[src/csv_field_tokenizer_core_assert.svh]
// Assertion macros shared by the tokenizer RTL.
// Used by cft_front.sv and cft_back.sv; compiled out when SYNTHESIS is defined.
`ifndef CSV_FIELD_TOKENIZER_CORE_ASSERT_SVH
`define CSV_FIELD_TOKENIZER_CORE_ASSERT_SVH

`ifndef SYNTHESIS

// Condition must hold at every clock edge outside reset
`define CFT_ASSERT_ALWAYS(lbl, clk, rst_n, cond) \
    lbl: assert property (@(posedge clk) disable iff (!rst_n) (cond)) \
        else $error("cft: invariant violated");

// Antecedent true implies consequent in the same cycle
`define CFT_ASSERT_IMPLY(lbl, clk, rst_n, ante, cons) \
    lbl: assert property (@(posedge clk) disable iff (!rst_n) (ante) |-> (cons)) \
        else $error("cft: implication violated");

`else

`define CFT_ASSERT_ALWAYS(lbl, clk, rst_n, cond)
`define CFT_ASSERT_IMPLY(lbl, clk, rst_n, ante, cons)

`endif

`endif

[src/cft_pkg.sv]
// Package for the CSV field tokenizer: types, codes and constants.
// No dependencies; used by the queue, front, back, top level and testbench.
package cft_pkg;

    // Default depth of the trailing-whitespace hold store
    localparam int HOLD_DEPTH_DEFAULT = 16;

    // Queue between front and back
    localparam int QUEUE_DEPTH = 4;
    localparam int QUEUE_AW    = 2;

    // Result kinds
    localparam logic [1:0] KIND_CHAR = 2'd0;
    localparam logic [1:0] KIND_FEND = 2'd1;
    localparam logic [1:0] KIND_LEND = 2'd2;

    // Configuration register indexes
    localparam logic [1:0] CFG_SEP   = 2'd0;
    localparam logic [1:0] CFG_QUOTE = 2'd1;
    localparam logic [1:0] CFG_ESC   = 2'd2;

    // Register reset values and fixed characters
    localparam logic [7:0] SEP_RESET   = 8'd44;
    localparam logic [7:0] QUOTE_RESET = 8'd34;
    localparam logic [7:0] ESC_RESET   = 8'd92;
    localparam logic [7:0] SPACE_CHAR  = 8'd32;

    // Operations handed from front to back
    typedef enum logic [1:0] {
        OP_WS   = 2'd0,  // whitespace inside content: hold it
        OP_CHAR = 2'd1,  // content character: flush held, then send it
        OP_FEND = 2'd2,  // end of field
        OP_LEND = 2'd3   // end of line, optionally closing an open field
    } t_op;

    typedef struct packed {
        t_op        op;
        logic [7:0] ch;
        logic       fend;
    } t_qent;

    // Whitespace set: 9..13, 32, 133, 160
    function automatic logic is_ws(input logic [7:0] c);
        return ((c >= 8'd9) && (c <= 8'd13)) || (c == 8'd32) ||
               (c == 8'd133) || (c == 8'd160);
    endfunction

endpackage

[src/cft_if.sv]
// Channel interfaces of the tokenizer: input items, results, configuration writes.
// Depends on nothing; used by the top level and the front and back modules.
interface cft_in_if;
    logic       valid;
    logic       ready;
    logic       cmd;
    logic [7:0] ch;

    modport source (output valid, output cmd, output ch, input ready);
    modport sink   (input valid, input cmd, input ch, output ready);
endinterface

interface cft_out_if;
    logic       valid;
    logic       ready;
    logic [1:0] kind;
    logic [7:0] out_char;
    logic       trim_overflow;
    logic       last;

    modport source (output valid, output kind, output out_char, output trim_overflow,
                    output last, input ready);
    modport sink   (input valid, input kind, input out_char, input trim_overflow,
                    input last, output ready);
endinterface

interface cft_cfg_if;
    logic       valid;
    logic       ready;
    logic [1:0] index;
    logic [7:0] data;

    modport source (output valid, output index, output data, input ready);
    modport sink   (input valid, input index, input data, output ready);
endinterface

[src/cft_ram.sv]
// Generic single-write, single-read RAM with registered read data.
// No dependencies.
module cft_ram #(
    parameter int WIDTH = 8,
    parameter int DEPTH = 16
) (
    input  logic                                   i_clk,
    input  logic                                   i_wr_en,
    input  logic [((DEPTH > 1) ? $clog2(DEPTH) : 1)-1:0] i_wr_addr,
    input  logic [WIDTH-1:0]                       i_wr_data,
    input  logic                                   i_rd_en,
    input  logic [((DEPTH > 1) ? $clog2(DEPTH) : 1)-1:0] i_rd_addr,
    output logic [WIDTH-1:0]                       o_rd_data
);

    logic [WIDTH-1:0] r_mem [DEPTH];
    logic [WIDTH-1:0] r_rd_data;

    // Write port and registered read port; read data holds without a read
    always_ff @(posedge i_clk) begin
        if (i_wr_en) begin
            r_mem[i_wr_addr] <= i_wr_data;
        end
        if (i_rd_en) begin
            r_rd_data <= r_mem[i_rd_addr];
        end
    end

    assign o_rd_data = r_rd_data;

endmodule

[src/cft_queue.sv]
// Short operation queue between the tokenizer front and back.
// Depends on cft_pkg (entry type and depth).
module cft_queue (
    input  logic          i_clk,
    input  logic          i_rst_n,
    input  logic          i_push,
    input  cft_pkg::t_qent i_push_data,
    output logic          o_full,
    input  logic          i_pop,
    output logic          o_empty,
    output cft_pkg::t_qent o_head
);

    localparam int AW = cft_pkg::QUEUE_AW;

    cft_pkg::t_qent r_slot [cft_pkg::QUEUE_DEPTH];
    logic [AW-1:0]  r_wr_ptr;
    logic [AW-1:0]  r_rd_ptr;
    logic [AW:0]    r_count;

    assign o_full  = (r_count == (AW+1)'(cft_pkg::QUEUE_DEPTH));
    assign o_empty = (r_count == '0);
    assign o_head  = r_slot[r_rd_ptr];

    // Pointer and count update
    always_ff @(posedge i_clk) begin
        if (!i_rst_n) begin
            r_wr_ptr <= '0;
            r_rd_ptr <= '0;
            r_count  <= '0;
        end else begin
            if (i_push) begin
                r_wr_ptr <= r_wr_ptr + AW'(1);
            end
            if (i_pop) begin
                r_rd_ptr <= r_rd_ptr + AW'(1);
            end
            if (i_push && !i_pop) begin
                r_count <= r_count + (AW+1)'(1);
            end else if (!i_push && i_pop) begin
                r_count <= r_count - (AW+1)'(1);
            end
        end
    end

    // Slot storage
    always_ff @(posedge i_clk) begin
        if (i_push) begin
            r_slot[r_wr_ptr] <= i_push_data;
        end
    end

endmodule

[src/cft_front.sv]
// Tokenizer front: configuration registers, field phase tracking, item classification.
// Depends on cft_pkg, cft_if.sv and the assertion macro header.
`include "csv_field_tokenizer_core_assert.svh"

module cft_front (
    input  logic           i_clk,
    input  logic           i_rst_n,
    cft_in_if.sink         i_in,
    cft_cfg_if.sink        i_cfg,
    input  logic           i_full,
    output logic           o_push,
    output cft_pkg::t_qent o_push_data
);

    typedef enum logic [1:0] {
        PH_LEAD   = 2'd0,
        PH_PLAIN  = 2'd1,
        PH_QUOTED = 2'd2,
        PH_SKIP   = 2'd3
    } t_phase;

    logic [7:0] r_sep;
    logic [7:0] r_quote;
    logic [7:0] r_esc_char;

    t_phase r_phase, n_phase;
    logic   r_field_open, n_field_open;
    logic   r_esc_pend, n_esc_pend;
    logic   r_content_seen, n_content_seen;

    logic       in_acc;
    logic       plain_char;
    logic       do_content;
    logic [7:0] c;

    assign i_in.ready  = !i_full;
    assign i_cfg.ready = 1'b1;
    assign in_acc      = i_in.valid && i_in.ready;
    assign c           = i_in.ch;

    // Classify the accepted transaction and update field state
    always_comb begin
        n_phase        = r_phase;
        n_field_open   = r_field_open;
        n_esc_pend     = r_esc_pend;
        n_content_seen = r_content_seen;
        o_push         = 1'b0;
        o_push_data    = '{op: cft_pkg::OP_FEND, ch: c, fend: 1'b0};
        plain_char     = 1'b0;
        do_content     = 1'b0;

        if (in_acc) begin
            if (i_in.cmd) begin
                o_push           = 1'b1;
                o_push_data.op   = cft_pkg::OP_LEND;
                o_push_data.fend = r_field_open;
                n_phase          = PH_LEAD;
                n_field_open     = 1'b0;
                n_esc_pend       = 1'b0;
                n_content_seen   = 1'b0;
            end else if (r_esc_pend) begin
                n_esc_pend = 1'b0;
                do_content = 1'b1;
            end else begin
                case (r_phase)
                    PH_LEAD: begin
                        if (c == cft_pkg::SPACE_CHAR) begin
                            // leading space skipped
                        end else if (c == r_quote) begin
                            n_field_open = 1'b1;
                            n_phase      = PH_QUOTED;
                        end else begin
                            n_phase    = PH_PLAIN;
                            plain_char = 1'b1;
                        end
                    end
                    PH_PLAIN: begin
                        plain_char = 1'b1;
                    end
                    PH_QUOTED: begin
                        if (c == r_quote) begin
                            n_phase = PH_SKIP;
                        end else if (c == r_esc_char) begin
                            n_esc_pend = 1'b1;
                        end else begin
                            do_content = 1'b1;
                        end
                    end
                    PH_SKIP: begin
                        if (c == r_sep) begin
                            o_push         = 1'b1;
                            o_push_data.op = cft_pkg::OP_FEND;
                            n_phase        = PH_LEAD;
                            n_field_open   = 1'b0;
                            n_content_seen = 1'b0;
                        end
                    end
                    default: begin
                        n_phase = PH_LEAD;
                    end
                endcase

                // Unquoted field: separator first, then escape
                if (plain_char) begin
                    if (c == r_sep) begin
                        o_push         = 1'b1;
                        o_push_data.op = cft_pkg::OP_FEND;
                        n_phase        = PH_LEAD;
                        n_field_open   = 1'b0;
                        n_content_seen = 1'b0;
                    end else if (c == r_esc_char) begin
                        n_field_open = 1'b1;
                        n_esc_pend   = 1'b1;
                    end else begin
                        do_content = 1'b1;
                    end
                end
            end

            // Content: whitespace is held only after real content
            if (do_content) begin
                if (cft_pkg::is_ws(c)) begin
                    if (r_content_seen) begin
                        o_push         = 1'b1;
                        o_push_data.op = cft_pkg::OP_WS;
                    end
                end else begin
                    n_field_open   = 1'b1;
                    n_content_seen = 1'b1;
                    o_push         = 1'b1;
                    o_push_data.op = cft_pkg::OP_CHAR;
                end
            end
        end
    end

    // State and configuration registers
    always_ff @(posedge i_clk) begin
        if (!i_rst_n) begin
            r_sep          <= cft_pkg::SEP_RESET;
            r_quote        <= cft_pkg::QUOTE_RESET;
            r_esc_char     <= cft_pkg::ESC_RESET;
            r_phase        <= PH_LEAD;
            r_field_open   <= 1'b0;
            r_esc_pend     <= 1'b0;
            r_content_seen <= 1'b0;
        end else begin
            r_phase        <= n_phase;
            r_field_open   <= n_field_open;
            r_esc_pend     <= n_esc_pend;
            r_content_seen <= n_content_seen;
            if (i_cfg.valid) begin
                case (i_cfg.index)
                    cft_pkg::CFG_SEP:   r_sep      <= i_cfg.data;
                    cft_pkg::CFG_QUOTE: r_quote    <= i_cfg.data;
                    cft_pkg::CFG_ESC:   r_esc_char <= i_cfg.data;
                    default: begin
                    end
                endcase
            end
        end
    end

    // A pending escape, seen content or a quoted phase always belongs to an open field
    `CFT_ASSERT_IMPLY(a_esc_open, i_clk, i_rst_n, r_esc_pend, r_field_open)
    `CFT_ASSERT_IMPLY(a_content_open, i_clk, i_rst_n, r_content_seen, r_field_open)
    `CFT_ASSERT_IMPLY(a_quoted_open, i_clk, i_rst_n,
        (r_phase == PH_QUOTED) || (r_phase == PH_SKIP), r_field_open)

endmodule

[src/cft_back.sv]
// Tokenizer back: trailing-whitespace hold ring, held-character flush, result register.
// Depends on cft_pkg, cft_if.sv, cft_ram and the assertion macro header.
`include "csv_field_tokenizer_core_assert.svh"

module cft_back #(
    parameter int HOLD_DEPTH = cft_pkg::HOLD_DEPTH_DEFAULT
) (
    input  logic           i_clk,
    input  logic           i_rst_n,
    input  logic           i_empty,
    input  cft_pkg::t_qent i_head,
    output logic           o_pop,
    cft_out_if.source      o_out
);

    localparam int AW = (HOLD_DEPTH > 1) ? $clog2(HOLD_DEPTH) : 1;
    localparam int CW = $clog2(HOLD_DEPTH + 1);
    localparam logic [AW:0]   DEPTH_W  = (AW+1)'(HOLD_DEPTH);
    localparam logic [CW-1:0] CNT_FULL = CW'(HOLD_DEPTH);

    typedef enum logic [2:0] {
        S_IDLE  = 3'd0,
        S_FLUSH = 3'd1,
        S_CHAR  = 3'd2,
        S_OVF   = 3'd3,
        S_LEND  = 3'd4
    } t_state;

    t_state        r_state, n_state;
    logic [AW-1:0] r_head, n_head;
    logic [CW-1:0] r_cnt, n_cnt;
    logic [CW-1:0] r_idx, n_idx;
    logic          r_ovf, n_ovf;
    logic [7:0]    r_ch, n_ch;

    logic       r_out_valid;
    logic [1:0] r_kind;
    logic [7:0] r_char;
    logic       r_tov;
    logic       r_last;

    logic          out_free;
    logic          load;
    logic [1:0]    ld_kind;
    logic [7:0]    ld_char;
    logic          ld_tov;
    logic          ld_last;
    logic          wr_en;
    logic [AW-1:0] wr_addr;
    logic [7:0]    wr_data;
    logic          rd_en;
    logic [AW-1:0] rd_addr;
    logic [7:0]    rd_data;
    logic [CW-1:0] idx_next;

    // Ring address: base plus offset, both below the depth
    function automatic logic [AW-1:0] ring_add(input logic [AW-1:0] base,
                                               input logic [AW:0] off);
        logic [AW:0] sum;
        sum = {1'b0, base} + off;
        if (sum >= DEPTH_W) begin
            sum = sum - DEPTH_W;
        end
        return sum[AW-1:0];
    endfunction

    cft_ram #(
        .WIDTH (8),
        .DEPTH (HOLD_DEPTH)
    ) u_hold (
        .i_clk     (i_clk),
        .i_wr_en   (wr_en),
        .i_wr_addr (wr_addr),
        .i_wr_data (wr_data),
        .i_rd_en   (rd_en),
        .i_rd_addr (rd_addr),
        .o_rd_data (rd_data)
    );

    assign out_free = !r_out_valid || o_out.ready;
    assign idx_next = r_idx + CW'(1);

    // Operation sequencing
    always_comb begin
        n_state = r_state;
        n_head  = r_head;
        n_cnt   = r_cnt;
        n_idx   = r_idx;
        n_ovf   = r_ovf;
        n_ch    = r_ch;
        o_pop   = 1'b0;
        load    = 1'b0;
        ld_kind = cft_pkg::KIND_CHAR;
        ld_char = 8'd0;
        ld_tov  = 1'b0;
        ld_last = 1'b0;
        wr_en   = 1'b0;
        wr_addr = r_head;
        wr_data = i_head.ch;
        rd_en   = 1'b0;
        rd_addr = r_head;

        case (r_state)
            S_IDLE: begin
                if (!i_empty) begin
                    case (i_head.op)
                        cft_pkg::OP_WS: begin
                            o_pop = 1'b1;
                            if (r_cnt < CNT_FULL) begin
                                wr_en   = 1'b1;
                                wr_addr = ring_add(r_head, (AW+1)'(r_cnt));
                                n_cnt   = r_cnt + CW'(1);
                            end else begin
                                // full: oldest goes out, new one takes its slot
                                rd_en   = 1'b1;
                                n_ch    = i_head.ch;
                                n_state = S_OVF;
                            end
                        end
                        cft_pkg::OP_CHAR: begin
                            if (r_cnt != '0) begin
                                o_pop   = 1'b1;
                                rd_en   = 1'b1;
                                n_idx   = '0;
                                n_ch    = i_head.ch;
                                n_state = S_FLUSH;
                            end else if (out_free) begin
                                o_pop   = 1'b1;
                                load    = 1'b1;
                                ld_char = i_head.ch;
                                ld_last = 1'b1;
                            end
                        end
                        cft_pkg::OP_FEND: begin
                            if (out_free) begin
                                o_pop   = 1'b1;
                                load    = 1'b1;
                                ld_kind = cft_pkg::KIND_FEND;
                                ld_tov  = r_ovf;
                                ld_last = 1'b1;
                                n_cnt   = '0;
                                n_ovf   = 1'b0;
                            end
                        end
                        cft_pkg::OP_LEND: begin
                            if (out_free) begin
                                o_pop = 1'b1;
                                load  = 1'b1;
                                n_cnt = '0;
                                n_ovf = 1'b0;
                                if (i_head.fend) begin
                                    ld_kind = cft_pkg::KIND_FEND;
                                    ld_tov  = r_ovf;
                                    n_state = S_LEND;
                                end else begin
                                    ld_kind = cft_pkg::KIND_LEND;
                                    ld_last = 1'b1;
                                end
                            end
                        end
                        default: begin
                        end
                    endcase
                end
            end
            S_FLUSH: begin
                // one held character per cycle while the output is free, next read issued alongside
                if (out_free) begin
                    load    = 1'b1;
                    ld_char = rd_data;
                    if (idx_next == r_cnt) begin
                        n_cnt   = '0;
                        n_state = S_CHAR;
                    end else begin
                        rd_en   = 1'b1;
                        rd_addr = ring_add(r_head, (AW+1)'(idx_next));
                        n_idx   = idx_next;
                    end
                end
            end
            S_CHAR: begin
                if (out_free) begin
                    load    = 1'b1;
                    ld_char = r_ch;
                    ld_last = 1'b1;
                    n_state = S_IDLE;
                end
            end
            S_OVF: begin
                if (out_free) begin
                    load    = 1'b1;
                    ld_char = rd_data;
                    ld_last = 1'b1;
                    wr_en   = 1'b1;
                    wr_data = r_ch;
                    n_head  = ring_add(r_head, (AW+1)'(1));
                    n_ovf   = 1'b1;
                    n_state = S_IDLE;
                end
            end
            S_LEND: begin
                if (out_free) begin
                    load    = 1'b1;
                    ld_kind = cft_pkg::KIND_LEND;
                    ld_last = 1'b1;
                    n_state = S_IDLE;
                end
            end
            default: begin
                n_state = S_IDLE;
            end
        endcase
    end

    // State and result register
    always_ff @(posedge i_clk) begin
        if (!i_rst_n) begin
            r_state     <= S_IDLE;
            r_head      <= '0;
            r_cnt       <= '0;
            r_idx       <= '0;
            r_ovf       <= 1'b0;
            r_out_valid <= 1'b0;
        end else begin
            r_state <= n_state;
            r_head  <= n_head;
            r_cnt   <= n_cnt;
            r_idx   <= n_idx;
            r_ovf   <= n_ovf;
            r_ch    <= n_ch;
            if (load) begin
                r_out_valid <= 1'b1;
                r_kind      <= ld_kind;
                r_char      <= ld_char;
                r_tov       <= ld_tov;
                r_last      <= ld_last;
            end else if (o_out.ready) begin
                r_out_valid <= 1'b0;
            end
        end
    end

    assign o_out.valid         = r_out_valid;
    assign o_out.kind          = r_kind;
    assign o_out.out_char      = r_char;
    assign o_out.trim_overflow = r_tov;
    assign o_out.last          = r_last;

    `CFT_ASSERT_ALWAYS(a_cnt_bound, i_clk, i_rst_n, r_cnt <= CNT_FULL)
    `CFT_ASSERT_IMPLY(a_flush_idx, i_clk, i_rst_n, r_state == S_FLUSH, r_idx < r_cnt)
    `CFT_ASSERT_IMPLY(a_ovf_full, i_clk, i_rst_n, r_state == S_OVF, r_cnt == CNT_FULL)
    `CFT_ASSERT_IMPLY(a_lend_last, i_clk, i_rst_n,
        r_out_valid && (r_kind == cft_pkg::KIND_LEND), r_last)

endmodule

[src/csv_field_tokenizer_core.sv]
// CSV field tokenizer top level: front, operation queue and back.
// Depends on cft_pkg, cft_if.sv, cft_front, cft_queue, cft_back.

// Items enter at up to one per cycle: the front classifies each character or
// end-of-line item in the cycle it is accepted and places at most one operation
// in a four-entry queue. The back works the queue off: a field end, a line end
// or a content character with nothing held gives one result, and a field end
// closed by an end-of-line item gives a field-end result, then a line-end
// result. Whitespace inside a field is held in a HOLD_DEPTH-entry RAM; a
// following content character first starts the read, then sends each held
// character and then the character itself. Whitespace beyond a full hold store
// first reads the store, then sends the oldest character. The held-character
// RAM port sets the flush rate; the input stalls only while the queue is full.
// The hold store needs no clearing after reset.
module csv_field_tokenizer_core #(
    parameter int HOLD_DEPTH = cft_pkg::HOLD_DEPTH_DEFAULT
) (
    input  logic       i_clk,
    input  logic       i_rst_n,
    cft_in_if.sink     i_in,
    cft_cfg_if.sink    i_cfg,
    cft_out_if.source  o_out
);

    logic           push;
    cft_pkg::t_qent push_data;
    logic           full;
    logic           pop;
    logic           empty;
    cft_pkg::t_qent head;

    cft_front u_front (
        .i_clk       (i_clk),
        .i_rst_n     (i_rst_n),
        .i_in        (i_in),
        .i_cfg       (i_cfg),
        .i_full      (full),
        .o_push      (push),
        .o_push_data (push_data)
    );

    cft_queue u_queue (
        .i_clk       (i_clk),
        .i_rst_n     (i_rst_n),
        .i_push      (push),
        .i_push_data (push_data),
        .o_full      (full),
        .i_pop       (pop),
        .o_empty     (empty),
        .o_head      (head)
    );

    cft_back #(
        .HOLD_DEPTH (HOLD_DEPTH)
    ) u_back (
        .i_clk   (i_clk),
        .i_rst_n (i_rst_n),
        .i_empty (empty),
        .i_head  (head),
        .o_pop   (pop),
        .o_out   (o_out)
    );

endmodule

[src/flat_wrapper.sv]
// flat-port wrapper written by rule: the top's interface ports become plain ports
module csv_field_tokenizer_core_flat 
#(
    parameter int HOLD_DEPTH = cft_pkg::HOLD_DEPTH_DEFAULT
)
  (i_clk, i_rst_n, i_in_valid, i_in_cmd, i_in_ch, i_in_ready, i_cfg_valid, i_cfg_index, i_cfg_data, i_cfg_ready, o_out_valid, o_out_kind, o_out_out_char, o_out_trim_overflow, o_out_last, o_out_ready);
  cft_in_if i_in_i ();
  cft_cfg_if i_cfg_i ();
  cft_out_if o_out_i ();
  input  logic i_clk;
  input  logic i_rst_n;
  input wire logic [$bits(i_in_i.valid)-1:0] i_in_valid;
  input wire logic [$bits(i_in_i.cmd)-1:0] i_in_cmd;
  input wire logic [$bits(i_in_i.ch)-1:0] i_in_ch;
  output wire logic [$bits(i_in_i.ready)-1:0] i_in_ready;
  input wire logic [$bits(i_cfg_i.valid)-1:0] i_cfg_valid;
  input wire logic [$bits(i_cfg_i.index)-1:0] i_cfg_index;
  input wire logic [$bits(i_cfg_i.data)-1:0] i_cfg_data;
  output wire logic [$bits(i_cfg_i.ready)-1:0] i_cfg_ready;
  output wire logic [$bits(o_out_i.valid)-1:0] o_out_valid;
  output wire logic [$bits(o_out_i.kind)-1:0] o_out_kind;
  output wire logic [$bits(o_out_i.out_char)-1:0] o_out_out_char;
  output wire logic [$bits(o_out_i.trim_overflow)-1:0] o_out_trim_overflow;
  output wire logic [$bits(o_out_i.last)-1:0] o_out_last;
  input wire logic [$bits(o_out_i.ready)-1:0] o_out_ready;
  assign i_in_i.valid = i_in_valid;
  assign i_in_i.cmd = i_in_cmd;
  assign i_in_i.ch = i_in_ch;
  assign i_in_ready = i_in_i.ready;
  assign i_cfg_i.valid = i_cfg_valid;
  assign i_cfg_i.index = i_cfg_index;
  assign i_cfg_i.data = i_cfg_data;
  assign i_cfg_ready = i_cfg_i.ready;
  assign o_out_valid = o_out_i.valid;
  assign o_out_kind = o_out_i.kind;
  assign o_out_out_char = o_out_i.out_char;
  assign o_out_trim_overflow = o_out_i.trim_overflow;
  assign o_out_last = o_out_i.last;
  assign o_out_i.ready = o_out_ready;
  csv_field_tokenizer_core #(.HOLD_DEPTH(HOLD_DEPTH)) u_core (.i_clk(i_clk), .i_rst_n(i_rst_n), .i_in(i_in_i), .i_cfg(i_cfg_i), .o_out(o_out_i));
endmodule
[config.mk]
export PLATFORM = sky130hd
export DESIGN_NAME = csv_field_tokenizer_core_flat
export DESIGN_NICKNAME = d
export VERILOG_FILES = /design/src/cft_pkg.sv /design/src/cft_if.sv /design/src/cft_ram.sv /design/src/cft_queue.sv /design/src/cft_front.sv /design/src/cft_back.sv /design/src/csv_field_tokenizer_core.sv /design/src/flat_wrapper.sv
export VERILOG_INCLUDE_DIRS = /design/src /design/src/src
export SDC_FILE = /design/constraint.sdc
export NUM_CORES = 1
export LEC_CHECK = 0
export ABC_AREA = 1
export ABC_CLOCK_PERIOD_IN_PS = 2850
export BUFFER_PORTS_ARGS = -buffer_cell sky130_fd_sc_hd__buf_2
export CAP_MARGIN = 40
export CORE_MARGIN = 1.5
export CORE_UTILIZATION = 25
export CTS_CLUSTER_SIZE = 24
export DETAILED_ROUTE_END_ITERATION = 10
export PLACE_DENSITY = 0.4
export SLEW_MARGIN = 10
export SYNTH_ARGS = -nofsm -noshare
export SYNTH_HDL_FRONTEND = slang
export SYNTH_SLANG_ARGS = --single-unit
export TNS_END_PERCENT = 5
[constraint.sdc]
create_clock -name i_clk -period 2.85 [get_ports i_clk]
set_input_delay 0.285 -clock i_clk [delete_from_list [all_inputs] [get_ports i_clk]]
set_output_delay 0.285 -clock i_clk [all_outputs]
set_load 0.05 [all_outputs]
======== Word level (Yosys, flattened, before mapping) ========
Memory sizes are Yosys's and may differ from the RTL's. A register that Yosys moved wholly into a read port is not among the register bits.
Index checks and enable logic that the tools add are counted.
storage, ports and cells
  register bits after elaboration ......... 75
  memory bits (writable) .................. 172
  bits of input ports ..................... 24
  output and inout bits ................... 15
  memories kept ........................... 2
memory list
  memory                      depth  bits a word  read ports  clocked after Yosys merged registers in  write ports  RTL line         source
  u_core.u_back.u_hold.r_mem  16     8            1           1                                        1            cft_ram.sv:16    logic [WIDTH-1:0] r_mem [DEPTH];
  u_core.u_queue.r_slot       4      11           1           1                                        1            cft_queue.sv:16  cft_pkg::t_qent r_slot [cft_pkg::QUEUE_DEPTH];
cells by class
  $add $sub $neg .......................... 12
  order comparisons ....................... 6
  equal/unequal tests ..................... 41
  muxes and demuxes ....................... 164
  bitwise gates (word level) .............. 2
  reduce and logical (&&, ||, !) cells .... 39
operators by type and width
  cell                                                                 count
  1-bit two-way mux                                                    84
  8-bit two-way mux                                                    10
  5-bit two-way mux                                                    10
  4-bit two-way mux                                                    10
  2-bit two-way mux                                                    18
  3-bit two-way mux                                                    10
  5-bit case mux with 2 select lines                                   3
  8-bit == test                                                        3
  8-bit case mux with 3 select lines                                   1
  2-bit != test (second input constant)                                11
  1-bit case mux with 2 select lines                                   10
  3-bit case mux with 3 select lines                                   2
  8-bit == test (second input constant)                                2
  8-bit case mux with 2 select lines                                   1
  5-bit >= comparator (second input constant)                          3
  3-bit != test (second input constant)                                5
  2-bit AND reduction                                                  6
  6-bit AND reduction                                                  2
  4-bit by 1-bit subtractor with 4-bit output (second input constant)  3
  4-bit by 5-bit adder with 5-bit output                               2
  5-bit by 1-bit adder with 5-bit output (second input constant)       2
  2-bit == test (second input constant)                                5
  2-bit nonzero test                                                   5
  9-bit AND reduction                                                  1
  other kinds (31)                                                     55

======== Longest topological paths before layout ========
Gate-level depths: netlist of the first run.
  depth in word-level cells ............... 18
  mapped depth ............................ 20
  mapped depth without buffers ............ 19

======== Modules after synthesis ========
Synthesis of the first run repeated with hierarchy kept, for this count alone.
unflattened totals
  cells, all modules ...................... 1320
  area, all modules ....................... 12378.1 µm²
by module, submodules not included
  module     times used  cells an instance  area each (µm²)  seq. area each (µm²)
  cft_ram    1           551                5846.9           4083.9
  cft_back   1           330                2577.5           980.9
  cft_queue  1           165                2073.2           1501.4
  cft_front  1           274                1880.6           580.6

======== Worst setup path before layout of the first run ========
Ideal clock, no wire load.
  kind .................................... reg2reg
  start ................................... register u_core.u_queue.r_count[1]
  end ..................................... register u_core.u_queue.r_count[2]
  arrival ................................. 2.415 ns
  slack ................................... 0.365 ns
  cell stages (with the launch flop) ...... 15
  buffers on the path ..................... 0
  clock period less this slack ............ 2.485 ns
  cells stage by stage .................... dfxtp_1 inv_1 nand3_1 nand2_1 nor2_1 nand3_1 nand2_1 ha_1 inv_1 fa_1 nor2_1 nor2_1 nand2_1 o21ai_0 a21oi_1
between the ends
  longest elaborated chain between the ends .. 7
RTL lines
  element                       RTL line                        source
  start: declaration            cft_queue.sv:19                 logic [AW:0] r_count;
  start signal: assignment      cft_queue.sv:39                 r_count <= r_count + (AW+1)'(1);
  start signal: assignment      cft_queue.sv:41                 r_count <= r_count - (AW+1)'(1);
  3-bit == test *               cft_queue.sv:21                 assign o_full = (r_count == (AW+1)'(cft_pkg::QUEUE_DEPTH));
  1-bit logical NOT *           cft_front.sv:36                 assign i_in.ready = !i_full;
  net i_in_ready                flat_wrapper.sv:15              output wire logic [$bits(i_in_i.ready)-1:0] i_in_ready;
  1-bit logical AND *           cft_front.sv:38                 assign in_acc = i_in.valid && i_in.ready;
  1-bit two-way mux *           cft_front.sv:52                 if (in_acc) begin
  net u_core.push               csv_field_tokenizer_core.sv:25  logic push;
  1-bit logical NOT             cft_queue.sv:40                 end else if (!i_push && i_pop) begin
  1-bit logical AND             cft_queue.sv:40
  2-bit nonzero test (no line)  n/a
Mark *: on every way through the listed nets, which the timed path passes. The rest lies on a longest branch. The select of a mux whose other input is x is not followed.
A chain may end at the register's enable or synchronous reset.

======== Worst setup path in the final report of the first run ========
  start ................................... register u_core.u_back.r_idx[1]
  end ..................................... register u_core.u_back.u_hold.r_rd_data[2], in the netlist u_core.u_back.u_hold.o_rd_data[2] (read register of u_core.u_back.u_hold.r_mem), data pin
between the ends
  longest elaborated chain between the ends .. 7
RTL lines
  element                                                                             RTL line                        source
  start: declaration                                                                  cft_back.sv:32                  logic [CW-1:0] r_idx, n_idx;
  start signal: assignment                                                            cft_back.sv:228                 r_idx <= n_idx;
  5-bit by 1-bit adder with 5-bit output *                                            cft_back.sv:81                  assign idx_next = r_idx + CW'(1);
  4-bit by 5-bit adder with 5-bit output                                              cft_back.sv:60                  sum = {1'b0, base} + off;
  4-bit by 1-bit subtractor with 4-bit output or 5-bit >= comparator (tied branches)  cft_back.sv:62, cft_back.sv:61
  4-bit two-way mux                                                                   cft_back.sv:61                  if (sum >= DEPTH_W) begin
  4-bit two-way mux                                                                   cft_back.sv:171                 if (idx_next == r_cnt) begin
  4-bit two-way mux                                                                   cft_back.sv:168                 if (out_free) begin
  4-bit two-way mux                                                                   cft_back.sv:103                 case (r_state)
  end: declaration                                                                    cft_ram.sv:17                   logic [WIDTH-1:0] r_rd_data;
Mark *: on every way between the ends. The rest lies on a longest branch, timed or not.

==> results of run 1 <==
-- final cells by class --
| type | instances | share of cell area, % |
|---|---|---|
| Timing Repair Buffer | 118 | 6.08 |
| Clock buffer | 37 | 5.21 |
| Multi-Input combinational cell | 801 | 27.6 |
| Inverter | 225 | 5.68 |
| Tap cell | 664 | 5.58 |
| Sequential cell | 257 | 48.0 |
| Clock inverter | 19 | 1.87 |
-- synthesized netlist by cell type (2+ instances only) --
cell type and instances:
nand2_4 3, o21ai_0 49, or2_2 4, o21ai_1 4, a21oi_1 43, ha_1 20, nor3_1 15, o21ai_4 3
buf_4 8, nand3_2 4, inv_2 9, dfxtp_1 57, nand4_1 9, a32oi_1 8, nand2_2 6, nor3b_1 3
nand3_1 213, clkbuf_1 16, nor2_2 3, buf_6 3, o211ai_1 2, a31oi_1 3, o21bai_1 2, buf_1 2
o31ai_1 9, nand2_1 272, xor2_1 15, inv_1 215, nor2_1 89, buf_2 13, edfxtp_1 200, xnor2_1 8
fa_1 3
-- per-stage QoR --
step / power, mW / TNS (ns) / util, %
floorplan: 8.09 / 0 / -
global placement: 10.0 / -0.0319 / 28.1
detailed placement: 9.99 / -0.0435 / 28.1
CTS: 14.2 / 0 / 30.5
global route: 14.9 / 0 / 30.6
finish: 14.1 / 0 / 30.6
-- state kept, by name (all words and copies together) (netlist names), 4 cells and up, named ones only --
register	cells
u_core.u_back.u_hold.r_mem	128
u_core.u_queue.r_slot	44
u_core.u_back.o_out.out_char	8
u_core.u_back.r_ch	8
u_core.u_back.u_hold.o_rd_data	8
u_core.u_front.r_esc_char	8
u_core.u_front.r_quote	8
u_core.u_front.r_sep	8
u_core.u_back.r_cnt	5
u_core.u_back.r_idx	5
u_core.u_back.r_head	4
-- how the worst max path moves through the flow --
stage          slack, ns                                   start                                     endpoint
2_1_floorplan       0.36  u_core.u_queue.r_count[1]$_SDFFE_PN0P_       u_core.u_queue.r_count[2]$_SDFFE_PN0P_
3_3_place_gp       -0.03                              i_in_ch[0]       u_core.u_queue.r_count[1]$_SDFFE_PN0P_
3_5_place_dp       -0.04                              i_in_ch[0]       u_core.u_queue.r_count[1]$_SDFFE_PN0P_
4_1_cts             0.09     u_core.u_back.r_idx[0]$_SDFFE_PN0P_  u_core.u_back.u_hold.o_rd_data[0]$_DFFE_PP_
5_1_grt            0.009  u_core.u_front.r_quote[6]$_SDFFE_PN0P_       u_core.u_queue.r_count[2]$_SDFFE_PN0P_
6_report            0.17     u_core.u_back.r_idx[1]$_SDFFE_PN0P_  u_core.u_back.u_hold.o_rd_data[2]$_DFFE_PP_
-- kinds of logic (layout without fill, tap and decap cells) --
logic type	Yosys count	after routing	share of synthesized area [%]
AO/OA/AOI/OAI	127	129	6.09
XOR/XNOR	24	24	1.86
adder cells (fa/ha/maj)	23	23	2.52
buffers and inverters	269	399	8.93
flip-flops	257	257	58.1
other	1	1	0.0305
AND/OR/NAND/NOR	624	624	22.5
-- worst max-delay path: cells and delay by family, from the launching register on --
kind | cells | cell delay, ns
AOI/OAI and AO/OA | 1 | 0.19
adders and majority gates | 2 | 1.14
buffers and inverters | 2 | 0.37
DFF | 1 | 0.37
and+or+nand+nor | 4 | 0.49
-- layer usage --
metal	vias to the layer above	track usage (%)	wire length, um
met4	0	4.70	1080
met3	65	2.04	1220
met5	-	0	0
li1	4613	-	-
met1	4458	19.3	17000
met2	179	24.1	17200
-- power breakdown --
group	leakage, nW	switching, mW	internal, mW
clock	0.505	1.64	2.49
sequential	2.28	0.230	5.00
combinational	3.42	3.38	1.33
-- timing repair --
action / in CTS / in global routing
endpoints found under the setup margin: 0 / 54
endpoints found under the hold margin: 27 / 0
hold buffers: 10 / 0
resized for setup: 0 / 11
buffers inserted: 0 / 0
==> results.json, run 1 <==
{
  "status": "finished clean",
  "reg2reg_slack_ns": 0.17,
  "r2r_cells": 9,
  "drt_pass1_iterations": 5,
  "placementRows": 81,
  "grt_pass1_vias": 9234,
  "nets": 1480,
  "drt_wl_total_um": 36400,
  "fmax_mhz": 372,
  "synth_cell_type_count": 45,
  "clkLatencyLatePin_ns": 0.60,
  "die_h_um": 225,
  "whs_ns": 0.0724,
  "final_common_cell": "nand2_1",
  "cts.reportedPaths.clkPinSlew_ns": 0.06,
  "synth_area_leaders": "edfxtp_1, dfxtp_1, nand3_1, nand2_1, inv_1",
  "critPathKind": "register to register",
  "ant_nets": 0,
  "yosysTopAreaCell": "edfxtp_1",
  "ys_seq_area_share_pct": 58.1,
  "synth_area_sq_mm": 0.0123,
  "ir_worst_vdd_mv": 0.500,
  "crit_chain": "ha_2 -> fa_1 -> inv_1 -> o21ai_4 -> buf_12 -> nand3_1 -> nand3_1 -> nand3_1 -> nand2_1",
  "cts_root_buf": "clkbuf_16",
  "worst_hold_path_type": "input port to register",
  "power_density_mw_per_mm2": 943,
  "io_pins": 39,
  "crit_path_end_kind": "register",
  "grt_overflow": 0,
  "r2r_end": "u_core.u_back.u_hold.o_rd_data[2]$_DFFE_PP_",
  "relSlewSlack_pct": 56.2,
  "grt_max_degree": 34,
  "cts_buffer_depth": 3,
  "portBuffers": 37,
  "synth_top_area_share_pct": 48.8,
  "start_util_pct": 25.2,
  "cp.required_ns": 3.33,
  "critPathLaunchType": "register",
  "ys_warn_count": 0,
  "max_stage_delay_ns": 0.82,
  "area_growth_pct": 21.1,
  "vias": 9315,
  "detail_route.vias_per_cell": 4.39,
  "synth_edf_count": 200,
  "finalSetupViolations": 0,
  "slowest_stage": "fa_1",
  "drv_cap": 0,
  "tightest_slew_ns": 0.653,
  "antenna_cells": 0,
  "grt_pass1_wl_um": 55500,
  "fin_cells": 2121,
  "register_area_sq_mm": 0.00715,
  "drive_above_1_share_pct": 13.9,
  "dp_cells": 2053,
  "final.period_utilization_pct": 94.2,
  "post-route-min-period_ns": 2.68,
  "grt_setup_unrepaired": "no",
  "core_sq_mm": 0.0487,
  "cts_inserted_buffers": 30,
  "dieArea_sq_mm": 0.0506,
  "hold_viol_final": 0,
  "final.setup.worst_slack_ns": 0.165,
  "drt_iter0_markers": 547,
  "syn_area_per_cell_sq_um": 9.29,
  "p_leak_nw": 6.20,
  "synth_cells": 1325,
  "wl_per_cell_um": 17.2,
  "arrival_ns": 3.16,
  "dieWidth_um": 225,
  "dp_slack_ns": -0.0435,
  "htree_num_levels": 1,
  "holdCritStartpoint": "i_in_ch[4]",
  "synthArstFlopShare_pct": 0,
  "multi_input_area_sq_mm": 0.00411,
  "drc": 0,
  "crit_path_frequent_cell": "nand3_1",
  "skew_ns": 0.0269,
  "hold_path_end": "u_core.u_queue.r_slot[2][5]$_DFFE_PP_",
  "grt_usage_pct": 14.5,
  "place_congestion": 0.779,
  "worstReg2RegStart": "u_core.u_back.r_idx[1]$_SDFFE_PN0P_",
  "cts_sinks": 257,
  "dpl.hpwl_um": 25200,
  "drv_slew": 0,
  "syn_nets": 1372,
  "nFillCells": 5113,
  "final_cell_mix": "nand2_1, inv_1, nand3_1",
  "ys_ff_latch": 257,
  "post_dp_cell_area_sq_mm": 0.0137,
  "min_path_cells": 1,
  "synth_ff_type": "edfxtp_1",
  "cp_max_fo": 32,
  "antenna_found_initial": 0,
  "tritoncts": "built",
  "fin_area_sq_mm": 0.0149
}
Power figures use the tool's default switching activity.
==> run 2: changes to the inputs <==
- CORE_UTILIZATION: 25 -> 40
- PLACE_DENSITY: 0.4 -> 0.56
==> results.json, run 2 (synthesis gave the netlist of run 1 again) <==
{
  "status": "finished clean",
  "hold_viol_final": 0,
  "dieWidth_um": 178,
  "startpoint": "u_core.u_back.r_idx[0]$_SDFFE_PN0P_",
  "nFillCells": 2867,
  "ant_nets": 0,
  "io_pins": 39,
  "final_common_cell": "nand2_1",
  "p_int_mw": 8.33,
  "relSlewSlack_pct": 48.6,
  "tightest_slew_ns": 0.770,
  "arrival_ns": 3.06,
  "power_mw": 13.3,
  "dpl.hpwl_um": 21500,
  "grt_overflow": 0,
  "drv_cap": 0,
  "antenna_found_initial": 0,
  "power_density_mw_per_mm2": 924,
  "final.setup.worst_slack_ns": 0.203,
  "fmax_mhz": 378,
  "drt_pass1_iterations": 5,
  "grt_max_degree": 57,
  "power_frac_comb_pct": 34.2,
  "antenna_cells": 0,
  "vias": 9234,
  "cts_sinks": 257,
  "register_area_sq_mm": 0.00715,
  "skew_ns": 0.0226,
  "largest_reg_flops": 128,
  "cts.reportedPaths.clkPinSlew_ns": 0.06,
  "finalSetupViolations": 0,
  "worstReg2RegStart": "u_core.u_back.r_idx[0]$_SDFFE_PN0P_",
  "cp.required_ns": 3.26,
  "die_h_um": 178,
  "switching_power_mw": 4.93,
  "drt_wl_total_um": 31500,
  "detail_route.vias_per_cell": 5.00,
  "crit_path_end_kind": "register",
  "critPathLaunchType": "register",
  "cts_root_buf": "clkbuf_16",
  "final_cell_mix": "nand2_1, inv_1, nand3_1",
  "fin_util_pct": 47.2,
  "worst_hold_path_type": "input port to register",
  "seqPwrFrac_pct": 39.5,
  "largest_registers": "u_core.u_back.u_hold.r_mem x128, u_core.u_queue.r_slot x44",
  "start_util_pct": 40.4,
  "multi_input_area_sq_mm": 0.00410,
  "nets": 1478,
  "final.period_utilization_pct": 92.9,
  "tritoncts": "built",
  "holdCritStartpoint": "i_cfg_data[6]",
  "clkLatencyLatePin_ns": 0.54,
  "area_growth_pct": 16.7,
  "setup_tns_ns": 0,
  "htree_num_levels": 1,
  "place_congestion": 0.865,
  "grt_usage_pct": 19.9,
  "core_sq_mm": 0.0304,
  "drc": 0,
  "grt_pass1_vias": 8734,
  "cts_inserted_buffers": 27,
  "drive_above_1_share_pct": 13.7,
  "clkPwrFrac_pct": 26.2,
  "critPathKind": "register to register",
  "placementRows": 64,
  "cts_buffer_depth": 3,
  "ir_worst_vdd_mv": 0.552,
  "p_leak_nw": 6.13,
  "post-route-min-period_ns": 2.65,
  "cts_hold_buf": 0,
  "regMostFlops": "u_core.u_back.u_hold.r_mem",
  "switching_share_pct": 37.2,
  "grt_pass1_wl_um": 48700,
  "drt_iter0_markers": 915,
  "dp_slack_ns": 0.0278,
  "portBuffers": 37,
  "cp_max_fo": 12,
  "drv_slew": 0,
  "dieArea_sq_mm": 0.0318,
  "wl_per_cell_um": 17.1
}
==> run 2: cell count changes in the layout (fill, tap and decap cells not counted), sizes merged <==
cell | before | now
clkinv | 10 | 8
o21ai | 59 | 58
clkinvlp | 3 | 1
buf | 108 | 118
dlygate4sd3 | 10 | 0
inv | 225 | 226
bufinv | 6 | 3
==> run 2: worst paths after layout <==
path / endpoint / slack [ns] / cells past startpoint
worst max-delay path: u_core.u_back.u_hold.o_rd_data[6]$_DFFE_PP_ / 0.20 / 15
worst max register to register: u_core.u_back.u_hold.o_rd_data[6]$_DFFE_PP_ / 0.20 / 15
worst min register to register: u_core.u_queue.r_rd_ptr[1]$_SDFFE_PN0P_ / 0.45 / 1
worst min-delay path: u_core.u_front.r_esc_char[6]$_SDFFE_PN1P_ / 0.02 / 3
==> run 2: repair_timing <==
action | 4_1_cts | 5_1_grt
setup endpoints to repair | 0 | 138
gates resized for setup | 0 | 7
setup buffers | 0 | 3
==> run 2: power groups by stage <==
| stage | combinational [mW] | sequential, mW | clock (mW) |
|---|---|---|---|
| 6_report | 4.54 | 5.24 | 3.48 |
| 5_1_grt | 5.02 | 5.29 | 3.67 |
| 4_1_cts | 4.44 | 5.25 | 3.54 |
| 3_5_place_dp | 4.43 | 5.33 | 0 |
| 3_3_place_gp | 4.38 | 5.32 | 0 |
| 2_1_floorplan | 2.53 | 5.56 | 0 |
==> run 2: worst max-delay path, cell delays in order (launching register included) <==
cell and delay, ns:
dfxtp_1 0.46, ha_4 0.19, nand2_2 0.07, o21ai_2 0.14, nand2_1 0.08, nand2_1 0.06, nand2_1 0.08, nand3_4 0.14
nand2_8 0.12, buf_4 0.20, o21ai_4 0.34, buf_12 0.21, nand3_1 0.10, nand3_1 0.09, nand3_1 0.16, nand2_1 0.09
==> run 2: final cells by class <==
cell class,instances,share of cell area (%)
Sequential cell,257,49.8
Multi-Input combinational cell,800,28.6
Timing Repair Buffer,120,6.25
Inverter,225,5.90
Clock buffer,35,4.99
Tap cell,396,3.45
Clock inverter,13,1.05
==> run 2: through the flow <==
stage	instances	hold slack (ns)	instance area, sq um
after global placement	1788	0.431	13300
after global routing	1846	0.0271	14400
after floorplan	1325	0.384	12300
final	1846	0.0192	14400
after detailed placement	1792	0.435	13400
after CTS	1840	0.00451	14200
==> run 2: routing by layer <==
layer / up-vias / track usage (%) / share of wire, %
met5: - / 0 / 0
met1: 4343 / 30.2 / 49
met4: 0 / 5.17 / 2.1
met3: 39 / 3.01 / 5.8
met2: 250 / 29.4 / 43
li1: 4602 / - / -
